[src/hw/rtl/fbfla_pkg.sv]
package fbfla_pkg;

    localparam int NUM_BLOCKS_DEF = 256;
    localparam int WORD_BYTES     = 8;

    localparam int CNT_W    = 9;
    localparam int BCNT_W   = 9;
    localparam int BBYTES_W = 13;
    localparam int STRIDE_W = 14;
    localparam int OFF_W    = 20;
    localparam int IDX_IN_W = 8;
    localparam int S_DATA_W = 16;
    localparam int M_DATA_W = 40;
    localparam int CFG_IDX_W  = 1;
    localparam int CFG_DATA_W = 13;

    localparam logic [BCNT_W-1:0]   BLOCK_COUNT_RST = 9'd256;
    localparam logic [BBYTES_W-1:0] BLOCK_BYTES_RST = 13'd8;
    localparam logic [CNT_W-1:0]    COUNT_MAX       = 9'd511;

    localparam logic [CFG_IDX_W-1:0] CFG_BLOCK_COUNT = 1'b0;
    localparam logic [CFG_IDX_W-1:0] CFG_BLOCK_BYTES = 1'b1;

    typedef enum logic [1:0] {
        OP_INIT  = 2'd0,
        OP_ALLOC = 2'd1,
        OP_FREE  = 2'd2,
        OP_COUNT = 2'd3
    } op_t;

    typedef enum logic [1:0] {
        ST_OK    = 2'd0,
        ST_EMPTY = 2'd1,
        ST_RANGE = 2'd2
    } status_t;

    typedef struct packed {
        logic capture;
        logic exec;
        logic init_start;
        logic init_step;
        logic init_load;
    } cmd_t;

    typedef struct packed {
        op_t  op;
        logic eff_zero;
        logic init_last;
        logic slot_free;
    } stat_t;

endpackage

[src/hw/rtl/fbfla_ctrl.sv]
module fbfla_ctrl (
    input  logic               aclk,
    input  logic               aresetn,
    input  logic               s_tvalid,
    output logic               s_tready,
    input  fbfla_pkg::stat_t   stat,
    output fbfla_pkg::cmd_t    cmd
);

    typedef enum logic [1:0] {
        S_IDLE,
        S_EXEC,
        S_INIT,
        S_RESP
    } state_t;

    state_t state_reg, state_next;
    logic   s_tready_reg;

    always_comb begin
        state_next = state_reg;
        cmd        = '0;
        unique case (state_reg)
            S_IDLE: begin
                if (s_tvalid && s_tready_reg) begin
                    cmd.capture = 1'b1;
                    state_next  = S_EXEC;
                end
            end
            S_EXEC: begin
                if (stat.op == fbfla_pkg::OP_INIT) begin
                    cmd.init_start = 1'b1;
                    state_next     = stat.eff_zero ? S_RESP : S_INIT;
                end else if (stat.slot_free) begin
                    cmd.exec   = 1'b1;
                    state_next = S_IDLE;
                end
            end
            S_INIT: begin
                cmd.init_step = 1'b1;
                if (stat.init_last) begin
                    state_next = S_RESP;
                end
            end
            S_RESP: begin
                if (stat.slot_free) begin
                    cmd.init_load = 1'b1;
                    state_next    = S_IDLE;
                end
            end
            default: state_next = S_IDLE;
        endcase
    end

    always_ff @(posedge aclk) begin
        if (!aresetn) begin
            state_reg    <= S_IDLE;
            s_tready_reg <= 1'b0;
        end else begin
            state_reg    <= state_next;
            s_tready_reg <= (state_next == S_IDLE);
        end
    end

    assign s_tready = s_tready_reg;

endmodule

[src/hw/rtl/fbfla_dpath.sv]
module fbfla_dpath #(
    parameter int NUM_BLOCKS = fbfla_pkg::NUM_BLOCKS_DEF
) (
    input  logic                                 aclk,
    input  logic                                 aresetn,
    input  logic                                 cfg_we,
    input  logic [fbfla_pkg::CFG_IDX_W-1:0]      cfg_index,
    input  logic [fbfla_pkg::CFG_DATA_W-1:0]     cfg_wdata,
    input  logic [fbfla_pkg::S_DATA_W-1:0]       s_tdata,
    input  fbfla_pkg::cmd_t                      cmd,
    output fbfla_pkg::stat_t                     stat,
    output logic                                 m_tvalid,
    input  logic                                 m_tready,
    output logic [fbfla_pkg::M_DATA_W-1:0]       m_tdata
);

    localparam int IDX_W  = $clog2(NUM_BLOCKS);
    localparam int PTR_W  = $clog2(NUM_BLOCKS + 1);
    localparam int PROD_W = IDX_W + fbfla_pkg::STRIDE_W;
    localparam int CNT_W  = fbfla_pkg::CNT_W;
    localparam int OFF_W  = fbfla_pkg::OFF_W;
    localparam int STR_W  = fbfla_pkg::STRIDE_W;
    localparam logic [PTR_W-1:0] NULL_PTR = PTR_W'(NUM_BLOCKS);

    logic [PTR_W-1:0] link_mem [NUM_BLOCKS];

    logic [fbfla_pkg::BCNT_W-1:0]   block_count_reg;
    logic [fbfla_pkg::BBYTES_W-1:0] block_bytes_reg;

    fbfla_pkg::op_t                 op_reg;
    logic [fbfla_pkg::IDX_IN_W-1:0] idx_reg;
    logic [PTR_W-1:0]               head_reg, head_next;
    logic [CNT_W-1:0]               count_reg, count_next;
    logic [IDX_W-1:0]               init_ptr_reg, init_ptr_next;
    logic [PTR_W-1:0]               rd_data_reg;
    logic [PROD_W-1:0]              prod_reg;

    logic                           out_valid_reg;
    fbfla_pkg::status_t             out_status_reg;
    logic [fbfla_pkg::IDX_IN_W-1:0] out_granted_reg;
    logic [OFF_W-1:0]               out_offset_reg;
    logic [CNT_W-1:0]               out_count_reg;

    logic [CNT_W-1:0]               eff_blocks;
    logic [STR_W-1:0]               stride;
    logic                           head_null;
    logic [IDX_W-1:0]               head_idx;
    logic                           in_range;
    logic                           init_last;
    logic [PTR_W-1:0]               pop_link;
    logic                           slot_free;
    logic                           load_out;
    logic                           mem_we;
    logic [IDX_W-1:0]               mem_waddr;
    logic [PTR_W-1:0]               mem_wdata;
    fbfla_pkg::status_t             res_status;
    logic [fbfla_pkg::IDX_IN_W-1:0] res_granted;
    logic [OFF_W-1:0]               res_offset;

    always_comb begin
        if (int'(block_count_reg) > NUM_BLOCKS) begin
            eff_blocks = CNT_W'(NUM_BLOCKS);
        end else begin
            eff_blocks = block_count_reg;
        end
    end

    // round block size up to a whole word
    assign stride = (STR_W'(block_bytes_reg) + STR_W'(fbfla_pkg::WORD_BYTES - 1))
                    & ~STR_W'(fbfla_pkg::WORD_BYTES - 1);

    assign head_null = (head_reg >= NULL_PTR);
    assign head_idx  = head_reg[IDX_W-1:0];
    assign in_range  = (int'(idx_reg) < int'(eff_blocks));
    assign init_last = ((int'(init_ptr_reg) + 1) == int'(eff_blocks));
    assign pop_link  = (rd_data_reg > NULL_PTR) ? NULL_PTR : rd_data_reg;
    assign slot_free = !out_valid_reg || m_tready;
    assign load_out  = cmd.exec || cmd.init_load;

    assign stat.op        = op_reg;
    assign stat.eff_zero  = (eff_blocks == '0);
    assign stat.init_last = init_last;
    assign stat.slot_free = slot_free;

    always_comb begin
        head_next     = head_reg;
        count_next    = count_reg;
        init_ptr_next = init_ptr_reg;
        res_status    = fbfla_pkg::ST_OK;
        res_granted   = '0;
        res_offset    = '0;
        mem_we        = 1'b0;
        mem_waddr     = init_ptr_reg;
        mem_wdata     = init_last ? NULL_PTR : (PTR_W'(init_ptr_reg) + PTR_W'(1));

        if (cmd.init_start) begin
            init_ptr_next = '0;
            if (eff_blocks == '0) begin
                head_next  = NULL_PTR;
                count_next = '0;
            end
        end

        if (cmd.init_step) begin
            mem_we        = 1'b1;
            init_ptr_next = init_ptr_reg + IDX_W'(1);
            if (init_last) begin
                head_next  = '0;
                count_next = eff_blocks;
            end
        end

        if (cmd.exec) begin
            unique case (op_reg)
                fbfla_pkg::OP_ALLOC: begin
                    if (head_null) begin
                        res_status = fbfla_pkg::ST_EMPTY;
                    end else begin
                        res_granted = fbfla_pkg::IDX_IN_W'(head_reg);
                        res_offset  = OFF_W'(fbfla_pkg::WORD_BYTES) + OFF_W'(prod_reg);
                        head_next   = pop_link;
                        if (count_reg != '0) begin
                            count_next = count_reg - CNT_W'(1);
                        end
                    end
                end
                fbfla_pkg::OP_FREE: begin
                    if (!in_range) begin
                        res_status = fbfla_pkg::ST_RANGE;
                    end else begin
                        mem_we    = 1'b1;
                        mem_waddr = IDX_W'(idx_reg);
                        mem_wdata = head_reg;
                        head_next = PTR_W'(idx_reg);
                        if (count_reg != fbfla_pkg::COUNT_MAX) begin
                            count_next = count_reg + CNT_W'(1);
                        end
                    end
                end
                fbfla_pkg::OP_INIT: begin
                end
                fbfla_pkg::OP_COUNT: begin
                end
            endcase
        end
    end

    always_ff @(posedge aclk) begin
        if (mem_we) begin
            link_mem[mem_waddr] <= mem_wdata;
        end
        if (cmd.capture && !head_null) begin
            rd_data_reg <= link_mem[head_idx];
        end
    end

    always_ff @(posedge aclk) begin
        if (cmd.capture) begin
            op_reg   <= fbfla_pkg::op_t'(s_tdata[1:0]);
            idx_reg  <= s_tdata[9:2];
            prod_reg <= PROD_W'(head_idx) * PROD_W'(stride);
        end
        init_ptr_reg <= init_ptr_next;
        if (load_out) begin
            out_status_reg  <= res_status;
            out_granted_reg <= res_granted;
            out_offset_reg  <= res_offset;
            out_count_reg   <= count_next;
        end
    end

    always_ff @(posedge aclk) begin
        if (!aresetn) begin
            block_count_reg <= fbfla_pkg::BLOCK_COUNT_RST;
            block_bytes_reg <= fbfla_pkg::BLOCK_BYTES_RST;
            head_reg        <= NULL_PTR;
            count_reg       <= '0;
            out_valid_reg   <= 1'b0;
        end else begin
            if (cfg_we) begin
                unique case (cfg_index)
                    fbfla_pkg::CFG_BLOCK_COUNT: block_count_reg <= cfg_wdata[8:0];
                    fbfla_pkg::CFG_BLOCK_BYTES: block_bytes_reg <= cfg_wdata;
                    default: ;
                endcase
            end
            head_reg  <= head_next;
            count_reg <= count_next;
            if (load_out) begin
                out_valid_reg <= 1'b1;
            end else if (m_tready) begin
                out_valid_reg <= 1'b0;
            end
        end
    end

    assign m_tvalid = out_valid_reg;
    assign m_tdata  = {1'b0, out_count_reg, out_offset_reg, out_granted_reg, out_status_reg};

endmodule

[src/hw/rtl/fixed_block_free_list_allocator.sv]
// Fixed-size block pool manager with a last-in, first-out free list.
// Input beats on s_*: tdata carries an operation (init, allocate, free,
// count) and the block index for a free. Every input beat gives exactly one
// result beat on m_*: status, granted index, byte offset and free count.
// Block count and block size are set through cfg_we/cfg_index/cfg_wdata;
// the user must write them only while idle; the block does not enforce it.
// Allocate, free and count capture the beat and read the link memory at the
// list head, then update head, counter and link memory and load the output
// register. Init walks the link memory writing one entry per cycle, up to the
// block count capped at NUM_BLOCKS.
// m_tvalid rises once the output register is free and takes the result: after
// the update for allocate, free and count, after the last link write for init.
// The output register lets the block take the next beat while a result
// waits; a stalled receiver holds the result and the next operation waits
// for the output register to free before it completes.
// A synchronous reset empties the free list, clears the free counter and
// restores the block count to 256 and the block size to 8 bytes; the link
// memory content is not cleared, the list stays empty until an init or a free.
module fixed_block_free_list_allocator #(
    parameter int NUM_BLOCKS = fbfla_pkg::NUM_BLOCKS_DEF
) (
    input  logic                              aclk,
    input  logic                              aresetn,
    input  logic                              cfg_we,
    input  logic [fbfla_pkg::CFG_IDX_W-1:0]   cfg_index,
    input  logic [fbfla_pkg::CFG_DATA_W-1:0]  cfg_wdata,
    input  logic                              s_tvalid,
    output logic                              s_tready,
    // operation[1:0], block_index[9:2], zero pad
    input  logic [fbfla_pkg::S_DATA_W-1:0]    s_tdata,
    output logic                              m_tvalid,
    input  logic                              m_tready,
    // status[1:0], granted_index[9:2], byte_offset[29:10], free_count[38:30], zero pad
    output logic [fbfla_pkg::M_DATA_W-1:0]    m_tdata
);

    fbfla_pkg::cmd_t  cmd;
    fbfla_pkg::stat_t stat;

    fbfla_ctrl u_ctrl (
        .aclk     (aclk),
        .aresetn  (aresetn),
        .s_tvalid (s_tvalid),
        .s_tready (s_tready),
        .stat     (stat),
        .cmd      (cmd)
    );

    fbfla_dpath #(
        .NUM_BLOCKS (NUM_BLOCKS)
    ) u_dpath (
        .aclk      (aclk),
        .aresetn   (aresetn),
        .cfg_we    (cfg_we),
        .cfg_index (cfg_index),
        .cfg_wdata (cfg_wdata),
        .s_tdata   (s_tdata),
        .cmd       (cmd),
        .stat      (stat),
        .m_tvalid  (m_tvalid),
        .m_tready  (m_tready),
        .m_tdata   (m_tdata)
    );

endmodule

[config.mk]
export PLATFORM = sky130hd
export DESIGN_NAME = fixed_block_free_list_allocator
export DESIGN_NICKNAME = d
export VERILOG_FILES = /design/src/hw/rtl/fbfla_pkg.sv /design/src/hw/rtl/fbfla_ctrl.sv /design/src/hw/rtl/fbfla_dpath.sv /design/src/hw/rtl/fixed_block_free_list_allocator.sv
export SDC_FILE = /design/constraint.sdc
export NUM_CORES = 2
export LEC_CHECK = 0
export BUFFER_PORTS_ARGS = -buffer_cell sky130_fd_sc_hd__buf_2
export CAP_MARGIN = 20
export CORE_ASPECT_RATIO = 2
export CORE_MARGIN = 1
export CORE_UTILIZATION = 50
export DETAILED_ROUTE_END_ITERATION = 7
export PLACE_DENSITY = 0.65
export SETUP_SLACK_MARGIN = 0.02
export SLEW_MARGIN = 20
export SYNTH_ARGS = -nofsm -noshare
export SYNTH_HDL_FRONTEND = slang
export SYNTH_SLANG_ARGS = --single-unit
[constraint.sdc]
create_clock -name aclk -period 31.4 [get_ports aclk]
set_input_delay 6.28 -clock aclk [delete_from_list [all_inputs] [get_ports aclk]]
set_output_delay 6.28 -clock aclk [all_outputs]
set_load 0.03 [all_outputs]
==> metrics.txt <==
Top Ports 77; die area 0.197 mm²; Seq/Total Area, Yosys around 74%; Worst EP required 31880 ps; post-route minimum period slightly below 10000 ps; post-layout util between 50 and 60%; top cells by area, synth edfxtp_1 (73%), mux4_2 (13%), nor2_1 (1.4%); Yosys reg bits 2428; Nets 5111; fin crit share between 30% and 40%; Min-Delay Path Depth 2; buffers plus inverters on the worst setup path 6; PD cells 57.3 mW/mm²; CP Class in -> reg; All-Layer GR Usage 24.0%; IO Port Bufs between 60 and 70; ys async rst share 0%; initial antenna violation count 4; crit end category flop; vias 47200; Core Footprint 0.194 mm²; Distinct cells, synth 81; Num CTS Buffers 200; Peak Freq slightly above 100 MHz; DRC 0; crit path launch type input port; Max FO, Critical Path 70; Layout area overhead 9.89%; Die Y-Extent 627 µm; Mapped Cells between 4000 and 5000; flop-to-flop setup slack around 25000 ps; Pre-antenna DRT Iters 7; Final Slew Violations 0; # setup viols final 0; CTS root buffer clkbuf_16; Post-synth EDFFs 2384; slew margin rel. between 10% and 20%; share of post-route cells with drive strength above 1 21.8%; Setup Buffers After CTS 0; Cell Area, Synth 0.0976 mm²; vias per cell ~6; TritonCTS Sinks ~2400; RSZ-0062 raised after global routing false; Initial Util between 50 and 60%; vias in the first global route 49600; worst-path cell chain buf_2 > nor2b_1 > nor4b_2 > buf_4 > o211a_2 > buf_4 > a21o_1 > o21ai_4 > buf_16 > buf_4 > buf_4; CTS Hold Bufs 0; Clock Path Buffers 4; H-tree depth 4; Top FF cell, synth edfxtp_1; global route overflow 0; maximum VDD drop 0.0387 mV; Clock Skew 65.2 ps; RePlAce Congestion 0.901; first-pass GRT wire length around 340 mm; Top cell by count, worst path buf_4; HP Start u_dpath.block_bytes_reg[1]; Clock Latency Late Sink 840 ps; DR iter-0 viols roughly 4700; end of the worst register-to-register path u_dpath.rd_data_reg[4]; total wire length 234 mm; cell family with most CP delay buffers and inverters; top-area cell type share of the netlist area 73.3%; Leak roughly 33 nW; Hold Path Class reg -> reg; Max Cap Viol 0; WP data arrival ~10000 ps; DR WL/cell 30.4 µm; status finished, final reports clean; RR Startpoint u_dpath.head_reg[1]; syn_area_per_cell 19.9 µm²; largest net degree at the start of global routing roughly 260; post-route antenna net violation count 0; CTS resizes 0; Worst-path clk slew around 70 ps; CP max-delay cell buf_4; FF-to-FF path depth 11; slowest cell delay on critical path 670 ps; Hold EP u_dpath.block_bytes_reg[1]; setup TNS 0 ps; area leader, netlist edfxtp_1; Cell Rows about 230; CTS tree done; DP Wirelength 148 mm; yosys warns 0; die width 314 µm; Hold Vio Cnt, Final 0; Total Power 0.00614 W; Largest register FFs 2304; Worst Tran Pin Value 1280 ps
## cells by family (layout without fill, tap and decap cells)
logic type	after synthesis	count (layout)	synth area share [%]
xor+xnor	60	60	0.538
buf+inv	396	626	2.03
compound gates	573	573	4.33
flops	2428	2428	74.2
fa+ha+maj	100	100	1.69
other cells	1	11	0.00384
mux	593	593	13.6
simple gates	747	747	3.62
## cells in the mapped netlist (all sizes together), types with 3 or more instances
master   instances
nand3           21
buf            155
o221ai          28
nand2b          32
clkbuf         138
mux4           576
a21o             7
nand3b           4
a22oi          161
mux2i            8
or2              4
and2            21
a32oi            3
a31oi            6
o311ai           3
xor2            23
o211ai           7
and3            32
nor3            35
fa              53
nor2           361
nand2          125
a21oi          110
ha              47
inv            102
o21a             4
o22ai           22
a31o             5
o21ai           41
or3              3
nand4            7
a221oi          72
or4              3
nor2b           73
xnor2           37
dfxtp           44
o2bb2ai          8
nor4            12
a211oi           7
and4             5
mux2             9
a22o            72
edfxtp        2384
## stage by stage
step | instance area, µm² | cells | worst slack (ps) | hold slack [ps]
floorplan | 97600 | 4901 | 11950 | 445
global placement | 101000 | 7309 | 20620 | 455
detailed placement | 101000 | 7311 | 20400 | 466
CTS | 107000 | 7668 | 21260 | 476
global route | 107000 | 7677 | 21410 | 494
finish | 107000 | 7679 | 21540 | 481
## how the worst max path moves through the flow
stage,from,to,cells past startpoint
2_1_floorplan,m_tready,u_dpath.link_mem[0][3],8
3_3_place_gp,m_tready,u_dpath.link_mem[160][7],10
3_5_place_dp,m_tready,u_dpath.link_mem[180][7],10
4_1_cts,m_tready,u_dpath.link_mem[64][7],10
5_1_grt,m_tready,u_dpath.link_mem[64][7],11
6_report,m_tready,u_dpath.link_mem[64][7],11
## worst reg2reg max path, delay by kind of cell, from the launching register on
family | cells | cell delay [ps]
compound gates | 5 | 1700
buf+inv | 4 | 2930
flops | 1 | 670
mux | 1 | 480
simple gates | 1 | 480
## cell type report
type	count	area, µm²
inverters	103	387
clock inverters	103	1010
well taps	2541	3180
flip-flops and latches	2428	72500
clock buffers	254	5470
multi-input cells	2077	23500
repair buffers	166	1270
fillers	14600	87000
diodes	7	17.5
## layout by cell type, fill, tap and decap left out, drive strengths merged, types with 22 or more instances in the layout
| cell type | Yosys | routed |
|---|---|---|
| a21oi | 110 | 110 |
| a221oi | 72 | 72 |
| a22o | 72 | 72 |
| a22oi | 161 | 161 |
| and3 | 32 | 32 |
| buf | 155 | 166 |
| clkbuf | 138 | 254 |
| clkinv | 1 | 74 |
| dfxtp | 44 | 44 |
| edfxtp | 2384 | 2384 |
| fa | 53 | 53 |
| ha | 47 | 47 |
| inv | 102 | 108 |
| mux4 | 576 | 576 |
| nand2 | 125 | 125 |
| nand2b | 32 | 32 |
| nor2 | 361 | 361 |
| nor2b | 73 | 73 |
| nor3 | 35 | 35 |
| o21ai | 41 | 41 |
| o221ai | 28 | 28 |
| o22ai | 22 | 22 |
| xnor2 | 37 | 37 |
| xor2 | 23 | 23 |
## report_power, final
part | switching, W | internal, W
sequential | 0.00000641 | 0.00354
clock | 0.00112 | 0.00139
combinational | 0.0000675 | 0.0000216
## metal layers
| layer | share of wire [%] | wire length [µm] | vias up | GRT usage (%) |
|---|---|---|---|---|
| li1 | - | - | 20200 | - |
| met1 | 33 | 76500 | 24700 | 25.7 |
| met2 | 56 | 130000 | 1667 | 44.7 |
| met3 | 4.8 | 11200 | 578 | 2.56 |
| met4 | 6.8 | 15900 | 4 | 14.8 |
| met5 | 0.0098 | 23 | - | 0 |
Note: power is estimated with default switching activity, not from simulation.
